File: src/rtl/sewa_pkg.sv
// Shared package for the subset enumerator core.
// Holds bus widths, opcode and register codes, saturation limits and the
// controller/datapath command and status structs. No dependencies.
`timescale 1ns / 1ps

package sewa_pkg;

  localparam int IN_DATA_W  = 56;
  localparam int IN_USER_W  = 2;
  localparam int OUT_DATA_W = 104;
  localparam int OUT_USER_W = 1;
  localparam int CFG_IDX_W  = 2;
  localparam int CFG_DATA_W = 16;
  localparam int CMP_W      = 8;

  localparam logic [1:0] OP_LOAD   = 2'd0;
  localparam logic [1:0] OP_REWIND = 2'd1;
  localparam logic [1:0] OP_NEXT   = 2'd2;

  localparam logic [CFG_IDX_W-1:0] REG_NODE_COUNT  = 2'd0;
  localparam logic [CFG_IDX_W-1:0] REG_SUBSET_SIZE = 2'd1;
  localparam logic [CFG_IDX_W-1:0] REG_USE_LIMIT   = 2'd2;
  localparam logic [CFG_IDX_W-1:0] REG_EMIT_LIMIT  = 2'd3;

  localparam logic [19:0] PROB_SUM_MAX = 20'hFFFFF;
  localparam logic [18:0] VAR_SUM_MAX  = 19'h7FFFF;
  localparam logic [15:0] WORD_MAX     = 16'hFFFF;

  typedef struct packed {
    logic capture;
    logic tbl_wr;
    logic rewind;
    logic clear_res;
    logic acc_start;
    logic acc_run;
    logic advance;
    logic pos_wr;
    logic offer;
  } cmd_t;

  typedef struct packed {
    logic [1:0] op;
    logic       next_ok;
    logic       acc_done;
    logic       found;
    logic       wr_last;
    logic       out_free;
  } sta_t;

endpackage

File: src/rtl/sewa_ram.sv
// Generic simple dual-port RAM: one write port, one read port, registered read.
// No dependencies.
`timescale 1ns / 1ps

module sewa_ram #(
  parameter int WIDTH = 16,
  parameter int DEPTH = 16,
  localparam int AW = (DEPTH > 1) ? $clog2(DEPTH) : 1
) (
  input  logic             clk,
  input  logic             we,
  input  logic [AW-1:0]    waddr,
  input  logic [WIDTH-1:0] wdata,
  input  logic [AW-1:0]    raddr,
  output logic [WIDTH-1:0] rdata
);

  logic [WIDTH-1:0] mem [DEPTH];

  always_ff @(posedge clk) begin
    if (we) begin
      mem[waddr] <= wdata;
    end
    rdata <= mem[raddr];
  end

endmodule

File: src/rtl/sewa_ctrl.sv
// Controller state machine for the subset enumerator.
// Depends on sewa_pkg for the command and status structs and opcodes.
`timescale 1ns / 1ps

module sewa_ctrl (
  input  logic          clk,
  input  logic          rst_n,
  input  logic          in_tvalid,
  output logic          in_tready,
  input  sewa_pkg::sta_t sta,
  output sewa_pkg::cmd_t cmd
);

  import sewa_pkg::*;

  localparam logic [2:0] ST_IDLE   = 3'd0;
  localparam logic [2:0] ST_DECIDE = 3'd1;
  localparam logic [2:0] ST_ACC    = 3'd2;
  localparam logic [2:0] ST_WRITE  = 3'd3;
  localparam logic [2:0] ST_RESULT = 3'd4;

  logic [2:0] state_r, state_nxt;

  always_ff @(posedge clk) begin
    if (!rst_n) begin
      state_r <= ST_IDLE;
    end else begin
      state_r <= state_nxt;
    end
  end

  always_comb begin
    cmd       = '0;
    state_nxt = state_r;
    in_tready = (state_r == ST_IDLE);
    unique case (state_r)
      ST_IDLE: begin
        cmd.capture = in_tvalid;
        if (in_tvalid) begin
          state_nxt = ST_DECIDE;
        end
      end
      ST_DECIDE: begin
        state_nxt = ST_RESULT;
        unique case (sta.op)
          OP_LOAD: begin
            cmd.tbl_wr    = 1'b1;
            cmd.clear_res = 1'b1;
          end
          OP_REWIND: begin
            cmd.rewind    = 1'b1;
            cmd.clear_res = 1'b1;
          end
          OP_NEXT: begin
            if (sta.next_ok) begin
              cmd.acc_start = 1'b1;
              state_nxt     = ST_ACC;
            end else begin
              cmd.clear_res = 1'b1;
            end
          end
          default: begin
            cmd.clear_res = 1'b1;
          end
        endcase
      end
      ST_ACC: begin
        cmd.acc_run = 1'b1;
        if (sta.acc_done) begin
          cmd.advance = 1'b1;
          state_nxt   = sta.found ? ST_WRITE : ST_RESULT;
        end
      end
      ST_WRITE: begin
        cmd.pos_wr = 1'b1;
        if (sta.wr_last) begin
          state_nxt = ST_RESULT;
        end
      end
      ST_RESULT: begin
        cmd.offer = 1'b1;
        if (sta.out_free) begin
          state_nxt = ST_IDLE;
        end
      end
      default: begin
        state_nxt = ST_IDLE;
      end
    endcase
  end

endmodule

File: src/rtl/sewa_dp.sv
// Datapath for the subset enumerator: config registers, node table and
// position RAMs, accumulate pipeline, position update and output register.
// Depends on sewa_pkg and sewa_ram.
`timescale 1ns / 1ps

module sewa_dp #(
  parameter int MAX_NODES = 16
) (
  input  logic                                 clk,
  input  logic                                 rst_n,
  input  sewa_pkg::cmd_t                       cmd,
  output sewa_pkg::sta_t                       sta,
  input  logic [sewa_pkg::IN_DATA_W-1:0]       in_tdata,
  input  logic [sewa_pkg::IN_USER_W-1:0]       in_tuser,
  input  logic                                 cfg_we,
  input  logic [sewa_pkg::CFG_IDX_W-1:0]       cfg_index,
  input  logic [sewa_pkg::CFG_DATA_W-1:0]      cfg_wdata,
  output logic                                 out_tvalid,
  input  logic                                 out_tready,
  output logic [sewa_pkg::OUT_DATA_W-1:0]      out_tdata,
  output logic [sewa_pkg::OUT_USER_W-1:0]      out_tuser,
  output logic                                 out_tlast
);

  import sewa_pkg::*;

  localparam int AW  = $clog2(MAX_NODES);
  localparam int PSW = 16 + $clog2(MAX_NODES + 1);
  localparam int VSW = 15 + $clog2(MAX_NODES + 1);

  // Configuration registers
  logic [4:0]  node_count_r, subset_size_r;
  logic        use_limit_r;
  logic [15:0] emit_limit_r;

  always_ff @(posedge clk) begin
    if (!rst_n) begin
      node_count_r  <= 5'd16;
      subset_size_r <= 5'd1;
      use_limit_r   <= 1'b0;
      emit_limit_r  <= 16'd0;
    end else if (cfg_we) begin
      unique case (cfg_index)
        REG_NODE_COUNT:  node_count_r  <= cfg_wdata[4:0];
        REG_SUBSET_SIZE: subset_size_r <= cfg_wdata[4:0];
        REG_USE_LIMIT:   use_limit_r   <= cfg_wdata[0];
        REG_EMIT_LIMIT:  emit_limit_r  <= cfg_wdata;
        default: ;
      endcase
    end
  end

  // Captured input word
  logic [1:0]  op_r;
  logic [3:0]  node_idx_r;
  logic [15:0] prob_in_r, wbw_in_r, rbw_in_r;

  always_ff @(posedge clk) begin
    if (cmd.capture) begin
      op_r       <= in_tuser;
      node_idx_r <= in_tdata[3:0];
      prob_in_r  <= in_tdata[19:4];
      wbw_in_r   <= in_tdata[35:20];
      rbw_in_r   <= in_tdata[51:36];
    end
  end

  // Enumeration state
  logic                 exhausted_r;
  logic [15:0]          emitted_r;
  logic [MAX_NODES-1:0] pos_vld_r;
  logic [4:0]           wr_ptr_r;
  logic [AW-1:0]        wval_r;

  logic [4:0]  n_eff;
  logic        limit_hit;
  logic [15:0] emitted_nxt;
  logic        exhaust_nxt;

  always_comb begin
    n_eff       = (32'(node_count_r) > MAX_NODES) ? 5'(MAX_NODES) : node_count_r;
    limit_hit   = use_limit_r && (emitted_r >= emit_limit_r);
    emitted_nxt = (emitted_r < WORD_MAX) ? emitted_r + 16'd1 : emitted_r;
  end

  // Node table: {read_bw, write_bw, fail_prob}
  logic          tbl_we;
  logic [47:0]   tbl_rdata;
  logic [AW-1:0] s1_pos;

  assign tbl_we = cmd.tbl_wr && (32'(node_idx_r) < MAX_NODES);

  sewa_ram #(.WIDTH(48), .DEPTH(MAX_NODES)) u_tbl_ram (
    .clk   (clk),
    .we    (tbl_we),
    .waddr (AW'(node_idx_r)),
    .wdata ({rbw_in_r, wbw_in_r, prob_in_r}),
    .raddr (s1_pos),
    .rdata (tbl_rdata)
  );

  // Position RAM; entries without a valid bit read as their own index
  logic [4:0]    rk_r;
  logic [AW-1:0] pos_rdata;

  sewa_ram #(.WIDTH(AW), .DEPTH(MAX_NODES)) u_pos_ram (
    .clk   (clk),
    .we    (cmd.pos_wr),
    .waddr (AW'(wr_ptr_r)),
    .wdata (wval_r),
    .raddr (AW'(rk_r)),
    .rdata (pos_rdata)
  );

  // Accumulate pipeline: issue, position, table, accumulate
  logic          issue;
  logic          s1_v_r, s2_v_r, s3_v_r;
  logic [4:0]    s1_k_r;
  logic          s1_pvld_r;
  logic [AW-1:0] s2_idx_r;
  logic [15:0]   s3_p_r, s3_w_r, s3_r_r;
  logic [14:0]   s3_var_r;
  logic [15:0]   s3_mask_r;
  logic [32:0]   prod;
  logic [15:0]   mask_bits;
  logic [CMP_W-1:0] cmp_lhs, cmp_rhs;

  logic           cand_found_r;
  logic [4:0]     cand_i_r;
  logic [AW-1:0]  cand_v_r;

  logic [PSW-1:0] psum_r;
  logic [VSW-1:0] vsum_r;
  logic [15:0]    minw_r, minr_r, mask_r;

  assign issue  = cmd.acc_run && (rk_r < subset_size_r);
  assign s1_pos = s1_pvld_r ? pos_rdata : AW'(s1_k_r);

  always_comb begin
    cmp_lhs = CMP_W'(s1_pos) + CMP_W'(subset_size_r);
    cmp_rhs = CMP_W'(n_eff) + CMP_W'(s1_k_r);
    prod    = 33'(tbl_rdata[15:0]) * (33'(17'h10000) - 33'(tbl_rdata[15:0]));
    for (int b = 0; b < 16; b++) begin
      mask_bits[b] = (32'(s2_idx_r) == b);
    end
    exhaust_nxt = !cand_found_r;
  end

  always_ff @(posedge clk) begin
    if (!rst_n) begin
      s1_v_r       <= 1'b0;
      s2_v_r       <= 1'b0;
      s3_v_r       <= 1'b0;
      rk_r         <= 5'd0;
      cand_found_r <= 1'b0;
    end else begin
      s1_v_r <= issue;
      s2_v_r <= s1_v_r;
      s3_v_r <= s2_v_r;
      if (cmd.acc_start) begin
        rk_r         <= 5'd0;
        cand_found_r <= 1'b0;
      end else begin
        if (issue) begin
          rk_r <= rk_r + 5'd1;
        end
        // keep the rightmost position that can still step forward
        if (s1_v_r && (cmp_lhs < cmp_rhs)) begin
          cand_found_r <= 1'b1;
        end
      end
    end
  end

  always_ff @(posedge clk) begin
    if (issue) begin
      s1_k_r    <= rk_r;
      s1_pvld_r <= pos_vld_r[AW'(rk_r)];
    end
    if (s1_v_r && (cmp_lhs < cmp_rhs)) begin
      cand_i_r <= s1_k_r;
      cand_v_r <= s1_pos;
    end
    s2_idx_r  <= s1_pos;
    s3_p_r    <= tbl_rdata[15:0];
    s3_w_r    <= tbl_rdata[31:16];
    s3_r_r    <= tbl_rdata[47:32];
    s3_var_r  <= prod[30:16];
    s3_mask_r <= mask_bits;
    if (cmd.acc_start) begin
      psum_r <= '0;
      vsum_r <= '0;
      minw_r <= WORD_MAX;
      minr_r <= WORD_MAX;
      mask_r <= '0;
    end else if (s3_v_r) begin
      psum_r <= psum_r + PSW'(s3_p_r);
      vsum_r <= vsum_r + VSW'(s3_var_r);
      minw_r <= (s3_w_r < minw_r) ? s3_w_r : minw_r;
      minr_r <= (s3_r_r < minr_r) ? s3_r_r : minr_r;
      mask_r <= mask_r | s3_mask_r;
    end
  end

  // Enumeration control state and position rewrite pointer
  always_ff @(posedge clk) begin
    if (!rst_n) begin
      exhausted_r <= 1'b0;
      emitted_r   <= 16'd0;
      pos_vld_r   <= '0;
    end else if (cmd.rewind) begin
      exhausted_r <= 1'b0;
      emitted_r   <= 16'd0;
      pos_vld_r   <= '0;
    end else begin
      if (cmd.advance) begin
        exhausted_r <= exhaust_nxt;
        emitted_r   <= emitted_nxt;
      end
      if (cmd.pos_wr) begin
        pos_vld_r[AW'(wr_ptr_r)] <= 1'b1;
      end
    end
  end

  always_ff @(posedge clk) begin
    if (cmd.advance) begin
      wr_ptr_r <= cand_i_r;
      wval_r   <= AW'(cand_v_r + 1'b1);
    end else if (cmd.pos_wr) begin
      wr_ptr_r <= wr_ptr_r + 5'd1;
      wval_r   <= AW'(wval_r + 1'b1);
    end
  end

  // Result registers
  logic        res_has_r, res_fin_r;
  logic [15:0] res_mask_r, res_minw_r, res_minr_r, res_num_r;
  logic [19:0] res_psum_r;
  logic [18:0] res_vsum_r;

  always_ff @(posedge clk) begin
    if (cmd.clear_res) begin
      res_has_r  <= 1'b0;
      res_fin_r  <= 1'b0;
      res_mask_r <= '0;
      res_psum_r <= '0;
      res_vsum_r <= '0;
      res_minw_r <= '0;
      res_minr_r <= '0;
      res_num_r  <= '0;
    end else if (cmd.advance) begin
      res_has_r  <= 1'b1;
      res_fin_r  <= exhaust_nxt || (use_limit_r && (emitted_nxt >= emit_limit_r));
      res_mask_r <= mask_r;
      res_psum_r <= (32'(psum_r) > 32'(PROB_SUM_MAX)) ? PROB_SUM_MAX : 20'(psum_r);
      res_vsum_r <= (32'(vsum_r) > 32'(VAR_SUM_MAX)) ? VAR_SUM_MAX : 19'(vsum_r);
      res_minw_r <= minw_r;
      res_minr_r <= minr_r;
      res_num_r  <= emitted_r;
    end
  end

  // Output register
  logic                  out_valid_r;
  logic                  out_free;
  logic [OUT_DATA_W-1:0] out_data_r;
  logic                  out_user_r, out_last_r;

  assign out_free = !out_valid_r || out_tready;

  always_ff @(posedge clk) begin
    if (!rst_n) begin
      out_valid_r <= 1'b0;
    end else if (cmd.offer && out_free) begin
      out_valid_r <= 1'b1;
    end else if (out_tready) begin
      out_valid_r <= 1'b0;
    end
  end

  always_ff @(posedge clk) begin
    if (cmd.offer && out_free) begin
      out_data_r <= {1'b0, res_num_r, res_minr_r, res_minw_r,
                     res_vsum_r, res_psum_r, res_mask_r};
      out_user_r <= res_has_r;
      out_last_r <= res_fin_r;
    end
  end

  assign out_tvalid   = out_valid_r;
  assign out_tdata    = out_data_r;
  assign out_tuser[0] = out_user_r;
  assign out_tlast    = out_last_r;

  always_comb begin
    sta.op       = op_r;
    sta.next_ok  = (subset_size_r != 5'd0) && (subset_size_r <= n_eff) &&
                   !exhausted_r && !limit_hit;
    sta.acc_done = (rk_r >= subset_size_r) && !s1_v_r && !s2_v_r && !s3_v_r;
    sta.found    = cand_found_r;
    sta.wr_last  = (5'(wr_ptr_r + 5'd1) == subset_size_r);
    sta.out_free = out_free;
  end

endmodule

File: src/rtl/subset_enumerator_with_aggregates_core.sv
// Subset enumerator core: load, rewind and next-subset words in, one result word out.
// Load, rewind, idle and empty next words pass straight from decode to the result; a next
// word with a subset runs the member pipeline (one position RAM read per member) plus (r - i)
// position writes when another subset follows. One word at a time; rst_n clears control.
// Positions read as their own index through per-entry valid bits, so there is no
// clearing pass; node table contents stay undefined until loaded.
`timescale 1ns / 1ps

module subset_enumerator_with_aggregates_core #(
  parameter int MAX_NODES = 16
) (
  input  logic                               clk,
  input  logic                               rst_n,
  // Input word
  input  logic                               in_tvalid,
  output logic                               in_tready,
  // node_index[3:0], fail_prob[19:4], write_bw[35:20], read_bw[51:36], zero pad
  input  logic [sewa_pkg::IN_DATA_W-1:0]     in_tdata,
  // opcode[1:0]
  input  logic [sewa_pkg::IN_USER_W-1:0]     in_tuser,
  // Result word
  output logic                               out_tvalid,
  input  logic                               out_tready,
  // member_mask[15:0], prob_sum[35:16], variance_sum[54:36], min_write_bw[70:55],
  // min_read_bw[86:71], subset_number[102:87], zero pad[103]
  output logic [sewa_pkg::OUT_DATA_W-1:0]    out_tdata,
  // has_subset[0]
  output logic [sewa_pkg::OUT_USER_W-1:0]    out_tuser,
  // is_final
  output logic                               out_tlast,
  // Configuration write port
  input  logic                               cfg_we,
  input  logic [sewa_pkg::CFG_IDX_W-1:0]     cfg_index,
  input  logic [sewa_pkg::CFG_DATA_W-1:0]    cfg_wdata
);

  import sewa_pkg::*;

  cmd_t cmd;
  sta_t sta;

  // Sequence each word: decode, walk members, rewrite positions, hand off result
  sewa_ctrl u_ctrl (
    .clk       (clk),
    .rst_n     (rst_n),
    .in_tvalid (in_tvalid),
    .in_tready (in_tready),
    .sta       (sta),
    .cmd       (cmd)
  );

  // Hold tables, positions, sums and the output register
  sewa_dp #(.MAX_NODES(MAX_NODES)) u_dp (
    .clk        (clk),
    .rst_n      (rst_n),
    .cmd        (cmd),
    .sta        (sta),
    .in_tdata   (in_tdata),
    .in_tuser   (in_tuser),
    .cfg_we     (cfg_we),
    .cfg_index  (cfg_index),
    .cfg_wdata  (cfg_wdata),
    .out_tvalid (out_tvalid),
    .out_tready (out_tready),
    .out_tdata  (out_tdata),
    .out_tuser  (out_tuser),
    .out_tlast  (out_tlast)
  );

endmodule

File: config.mk
export PLATFORM = sky130hd
export DESIGN_NAME = subset_enumerator_with_aggregates_core
export DESIGN_NICKNAME = d
export VERILOG_FILES = /design/src/rtl/sewa_pkg.sv /design/src/rtl/sewa_ram.sv /design/src/rtl/sewa_ctrl.sv /design/src/rtl/sewa_dp.sv /design/src/rtl/subset_enumerator_with_aggregates_core.sv
export SDC_FILE = /design/constraint.sdc
export NUM_CORES = 2
export LEC_CHECK = 0
export BUFFER_PORTS_ARGS = -buffer_cell sky130_fd_sc_hd__buf_2
export CAP_MARGIN = 20
export CORE_MARGIN = 3
export CORE_UTILIZATION = 50
export CTS_CLUSTER_SIZE = 24
export DETAILED_ROUTE_END_ITERATION = 12
export HOLD_SLACK_MARGIN = 0.05
export PLACE_DENSITY = 0.66
export SYNTH_ARGS = -nofsm -noshare
export SYNTH_HDL_FRONTEND = slang
export SYNTH_SLANG_ARGS = --single-unit
File: constraint.sdc
create_clock -name clk -period 19.45 [get_ports clk]
set_input_delay 3.89 -clock clk [delete_from_list [all_inputs] [get_ports clk]]
set_output_delay 3.89 -clock clk [all_outputs]
set_load 0.01 [all_outputs]
==> results.rst <==
.. list-table::
   :header-rows: 1

   * - Metric
     - Value
   * - Sink Count
     - 1417
   * - Data arrival at the endpoint of the critical path
     - 9.19 ns
   * - Antenna-violating nets left
     - 0
   * - Yosys warning count
     - 0
   * - Vias in the first global route
     - 39.3k
   * - Layout-stage area growth over the synthesis result
     - 11.6%
   * - Setup tns final
     - 0 ns
   * - Worst hold path type
     - register to register
   * - Slew headroom
     - 0.278
   * - Synth unique cells
     - 77
   * - Power density relative to cell area
     - 120 nW/um2
   * - Via density per instance
     - 5.53
   * - Total routed wirelength
     - 148000 um
   * - DRC Markers
     - 0
   * - Most common flop cell mapped by yosys
     - sky130_fd_sc_hd__edfxtp_1
   * - Post-Syn Instances
     - 5338
   * - Data required time of the worst path
     - 20.08 ns
   * - Share of flip-flops with an asynchronous set or reset after synthesis
     - 0
   * - Worst skew pair latency
     - 0.76 ns
   * - Vertical die dimension
     - 361 um
   * - Antenna violations before repair
     - 5
   * - Router iterations before antenna repair
     - 5
   * - Row Count
     - 129
   * - Post-Route Skew
     - 0.0241 ns
   * - Global-route wire length before repair
     - 228000 um
   * - Global route hottest layer
     - met2
   * - Critical Setup Path Class
     - register to register
   * - Core Box Area
     - 125000 um2
   * - Clock transition at the registers of the reported paths
     - 0.06 ns
   * - Post-layout min period
     - 8.56 ns
   * - Clock root buffer
     - sky130_fd_sc_hd__clkbuf_16
   * - IR drop worst, VDD
     - 0.000176 V
   * - Post-synthesis instance area
     - 63200 um2
   * - Post-route setup slack
     - 10.89 ns
   * - Met3 routing resource usage after global routing
     - 0.0341
   * - Top area cells in the synthesized netlist
     - sky130_fd_sc_hd__edfxtp_1 (48%), sky130_fd_sc_hd__dfxtp_1 (13%), sky130_fd_sc_hd__fa_1 (6.7%), sky130_fd_sc_hd__nand2_1 (6.2%), sky130_fd_sc_hd__ha_1 (4.6%)
   * - Arithmetic-cell share of the synthesized area counting full adders, half adders and majority gates
     - 0.113
   * - Placer congestion estimate
     - 0.847
   * - Count of max-cap constraint violations
     - 0
   * - Top library cells by usage in the layout, fill and taps aside
     - sky130_fd_sc_hd__nand2_1 (1044), sky130_fd_sc_hd__edfxtp_1 (1015), sky130_fd_sc_hd__nand3_1 (413), sky130_fd_sc_hd__dfxtp_1 (401), sky130_fd_sc_hd__inv_1 (313)
   * - Count of final setup violators
     - 0
   * - Starting density of the core
     - 0.507
   * - Setup repair after global routing missed its margin
     - false
   * - Average routed wire per standard cell
     - 20.5 um
   * - Number of buffers created by CTS
     - 146
   * - Hold bufs inserted after CTS
     - 0
   * - Endpoint type of the worst setup path
     - register
   * - Run status
     - complete, no violations
   * - Net count reported at finish
     - 5985
   * - Setup fix buffers added after clock tree synthesis
     - 0
   * - Number of endpoints with negative hold slack in the final report
     - 0
   * - Dominant combinational cell family by area after synthesis
     - simple AND/OR/NAND/NOR gates
   * - GR Overflow Total
     - 0
   * - Max-slew violation count
     - 0
   * - Instance count along the most critical hold path
     - 0
   * - Number of synthesized flops with an enable pin
     - 1015
   * - Area share of and/or/nand/nor cells after synthesis
     - 0.160
   * - Via count
     - 39.9k
   * - CTS tree
     - yes
   * - Die span in x
     - 361 um
   * - # resized after CTS
     - 0
   * - Max Root-Sink Buffers
     - 3
   * - Worst-case setup slack after placement
     - 10.96 ns
   * - # port buffers
     - 183
   * - Highest net fanout along the worst path
     - 14
   * - Maximum number of pins on one net before global-route repair
     - 148
   * - Overall routing resource usage
     - 0.225
   * - Area of the die
     - 131000 um2
   * - Peak clock frequency supported by timing
     - 117 MHz
   * - Standby leakage power
     - 0.0268 uW
   * - Fraction of final layout cells with drive strength greater than 1
     - 0.0955
   * - Post-Synth XOR/XNOR Area
     - 0.0111
   * - Most common cell after layout, fill and taps aside
     - sky130_fd_sc_hd__nand2_1
   * - IO Pins
     - 189
   * - HPWL after detailed placement
     - 83900 um
   * - Flip-flop and latch count after synthesis
     - 1417
   * - Sequential area share after synthesis
     - 0.610
   * - Cell count of the worst reg-to-reg path
     - 27
   * - Final critical-path share of the clock period
     - 0.440
   * - Most area-hungry cell type in the Yosys netlist
     - sky130_fd_sc_hd__edfxtp_1
   * - Proportion of synthesized area in mux cells
     - 0.0144
   * - Kind of start point of the critical path
     - register
   * - Transition time at the pin with the least slew margin
     - 1.08 ns
   * - DR iter-0 viols
     - 3499
   * - Average instance area after synthesis
     - 11.8 um2
   * - Area fraction of the dominant cell type after synthesis
     - 0.483
   * - H-tree depth reported by CTS
     - 4
   * - Met1 Usage GRT
     - 0.313
   * - Met2 track demand over resource
     - 0.369
   * - Complex-gate fraction of the synthesized area
     - 0.0543
[metrics by stage]
step	cell area, um2	utilization	total power, uW	cells	hold slack (ns)
2_1_floorplan	63200	-	5160	5349	0.310
3_3_place_gp	65700	0.528	5720	6948	0.311
3_5_place_dp	65700	0.528	5780	6949	0.312
4_1_cts	70500	0.565	8510	7219	0.313
5_1_grt	70500	0.565	8970	7220	0.326
6_report	70500	0.566	8440	7222	0.317
[worst max-delay path: stages, from the launching register on]
cell and delay (ns):
sky130_fd_sc_hd__dfxtp_1 0.30, sky130_fd_sc_hd__buf_4 0.22, sky130_fd_sc_hd__inv_1 0.37, sky130_fd_sc_hd__ha_1 0.25, sky130_fd_sc_hd__nor3b_1 0.33, sky130_fd_sc_hd__nand2b_1 0.24
sky130_fd_sc_hd__nor4_1 0.27, sky130_fd_sc_hd__ha_1 0.57, sky130_fd_sc_hd__nor2b_1 0.14, sky130_fd_sc_hd__fa_1 0.55, sky130_fd_sc_hd__inv_1 0.06, sky130_fd_sc_hd__fa_1 0.51
sky130_fd_sc_hd__fa_1 0.52, sky130_fd_sc_hd__inv_1 0.05, sky130_fd_sc_hd__fa_1 0.49, sky130_fd_sc_hd__fa_1 0.55, sky130_fd_sc_hd__inv_1 0.07, sky130_fd_sc_hd__fa_1 0.55
sky130_fd_sc_hd__inv_1 0.05, sky130_fd_sc_hd__ha_1 0.29, sky130_fd_sc_hd__o21a_1 0.19, sky130_fd_sc_hd__o2bb2ai_1 0.44, sky130_fd_sc_hd__nor3_1 0.19, sky130_fd_sc_hd__o21ai_1 0.20
sky130_fd_sc_hd__a21boi_1 0.19, sky130_fd_sc_hd__or3_1 0.38, sky130_fd_sc_hd__a31oi_1 0.24, sky130_fd_sc_hd__xnor2_1 0.22
[per-layer routing]
metal,vias up,part of all wire,routed length [um]
met5,-,0.000088,13
met4,2,0.025,3650
met3,257,0.061,9050
met2,1248,0.47,70200
met1,19600,0.44,65200
li1,18800,-,-
[path summary, 6_finish.rpt]
kind,start,endpoint,slack (ns)
setup / recovery,u_dp.u_tbl_ram.rdata[1],u_dp.s3_var_r[7],10.89
hold / removal,u_dp.u_tbl_ram.rdata[41],u_dp.s3_r_r[9],0.32
setup reg to reg,u_dp.u_tbl_ram.rdata[1],u_dp.s3_var_r[7],10.89
hold reg to reg,u_dp.u_tbl_ram.rdata[41],u_dp.s3_r_r[9],0.32
[cells by family (layout without fill, tap and decap cells)]
logic type               after synthesis  in the layout
flip-flops                          1417           1417
multiplexers                          59             59
XOR/XNOR                              80             80
AO/OA/AOI/OAI                        517            517
buffers and inverters                604            838
other                                  2             15
adder cells (fa/ha/maj)              443            443
AND/OR/NAND/NOR                     2216           2216
[where the power goes]
part	internal, uW	switching [uW]	total (uW)
sequential	3390	88.8	3480
combinational	920	1330	2250
clock	1580	1140	2720
total	5890	2560	8440
[state kept, by name, summed over array words and instances, names as in the netlist, 19 cells and up]
| register | cells |
|---|---|
| u_dp.vsum_r | 20 |
| u_dp.res_vsum_r | 19 |
| u_dp.res_psum_r | 20 |
| u_dp.u_tbl_ram.rdata | 48 |
| u_dp.out_tdata | 103 |
| u_dp.u_pos_ram.mem | 64 |
| u_dp.psum_r | 21 |
| u_dp.u_tbl_ram.mem | 768 |
[cell usage after synthesis, types with 23 or more instances]
cell type	count
sky130_fd_sc_hd__mux2i_1	31
sky130_fd_sc_hd__nor3_1	136
sky130_fd_sc_hd__nor2b_1	118
sky130_fd_sc_hd__a311oi_1	98
sky130_fd_sc_hd__buf_2	68
sky130_fd_sc_hd__ha_1	233
sky130_fd_sc_hd__clkbuf_1	199
sky130_fd_sc_hd__dfxtp_1	402
sky130_fd_sc_hd__a21o_1	30
sky130_fd_sc_hd__mux4_2	25
sky130_fd_sc_hd__a31oi_1	68
sky130_fd_sc_hd__edfxtp_1	1015
sky130_fd_sc_hd__xnor2_1	45
sky130_fd_sc_hd__o21ai_0	57
sky130_fd_sc_hd__and2_1	27
sky130_fd_sc_hd__nor2_1	222
sky130_fd_sc_hd__nand2_1	1044
sky130_fd_sc_hd__and3_1	57
sky130_fd_sc_hd__o211ai_1	23
sky130_fd_sc_hd__nand2b_1	131
sky130_fd_sc_hd__xor2_1	35
sky130_fd_sc_hd__inv_1	315
sky130_fd_sc_hd__fa_1	210
sky130_fd_sc_hd__nand3_1	413
sky130_fd_sc_hd__a21oi_1	163
[layout make-up]
type | instances | area, um2
fill | 10300 | 54100
sequential | 1417 | 38500
multi-input combinational | 3328 | 22500
clock buffer | 204 | 4120
tap | 1637 | 2050
timing repair buffer | 251 | 1490
inverter | 317 | 1200
clock inverter | 66 | 587
antenna | 2 | 5.00
No activity file was read; power rests on OpenSTA's default activity.
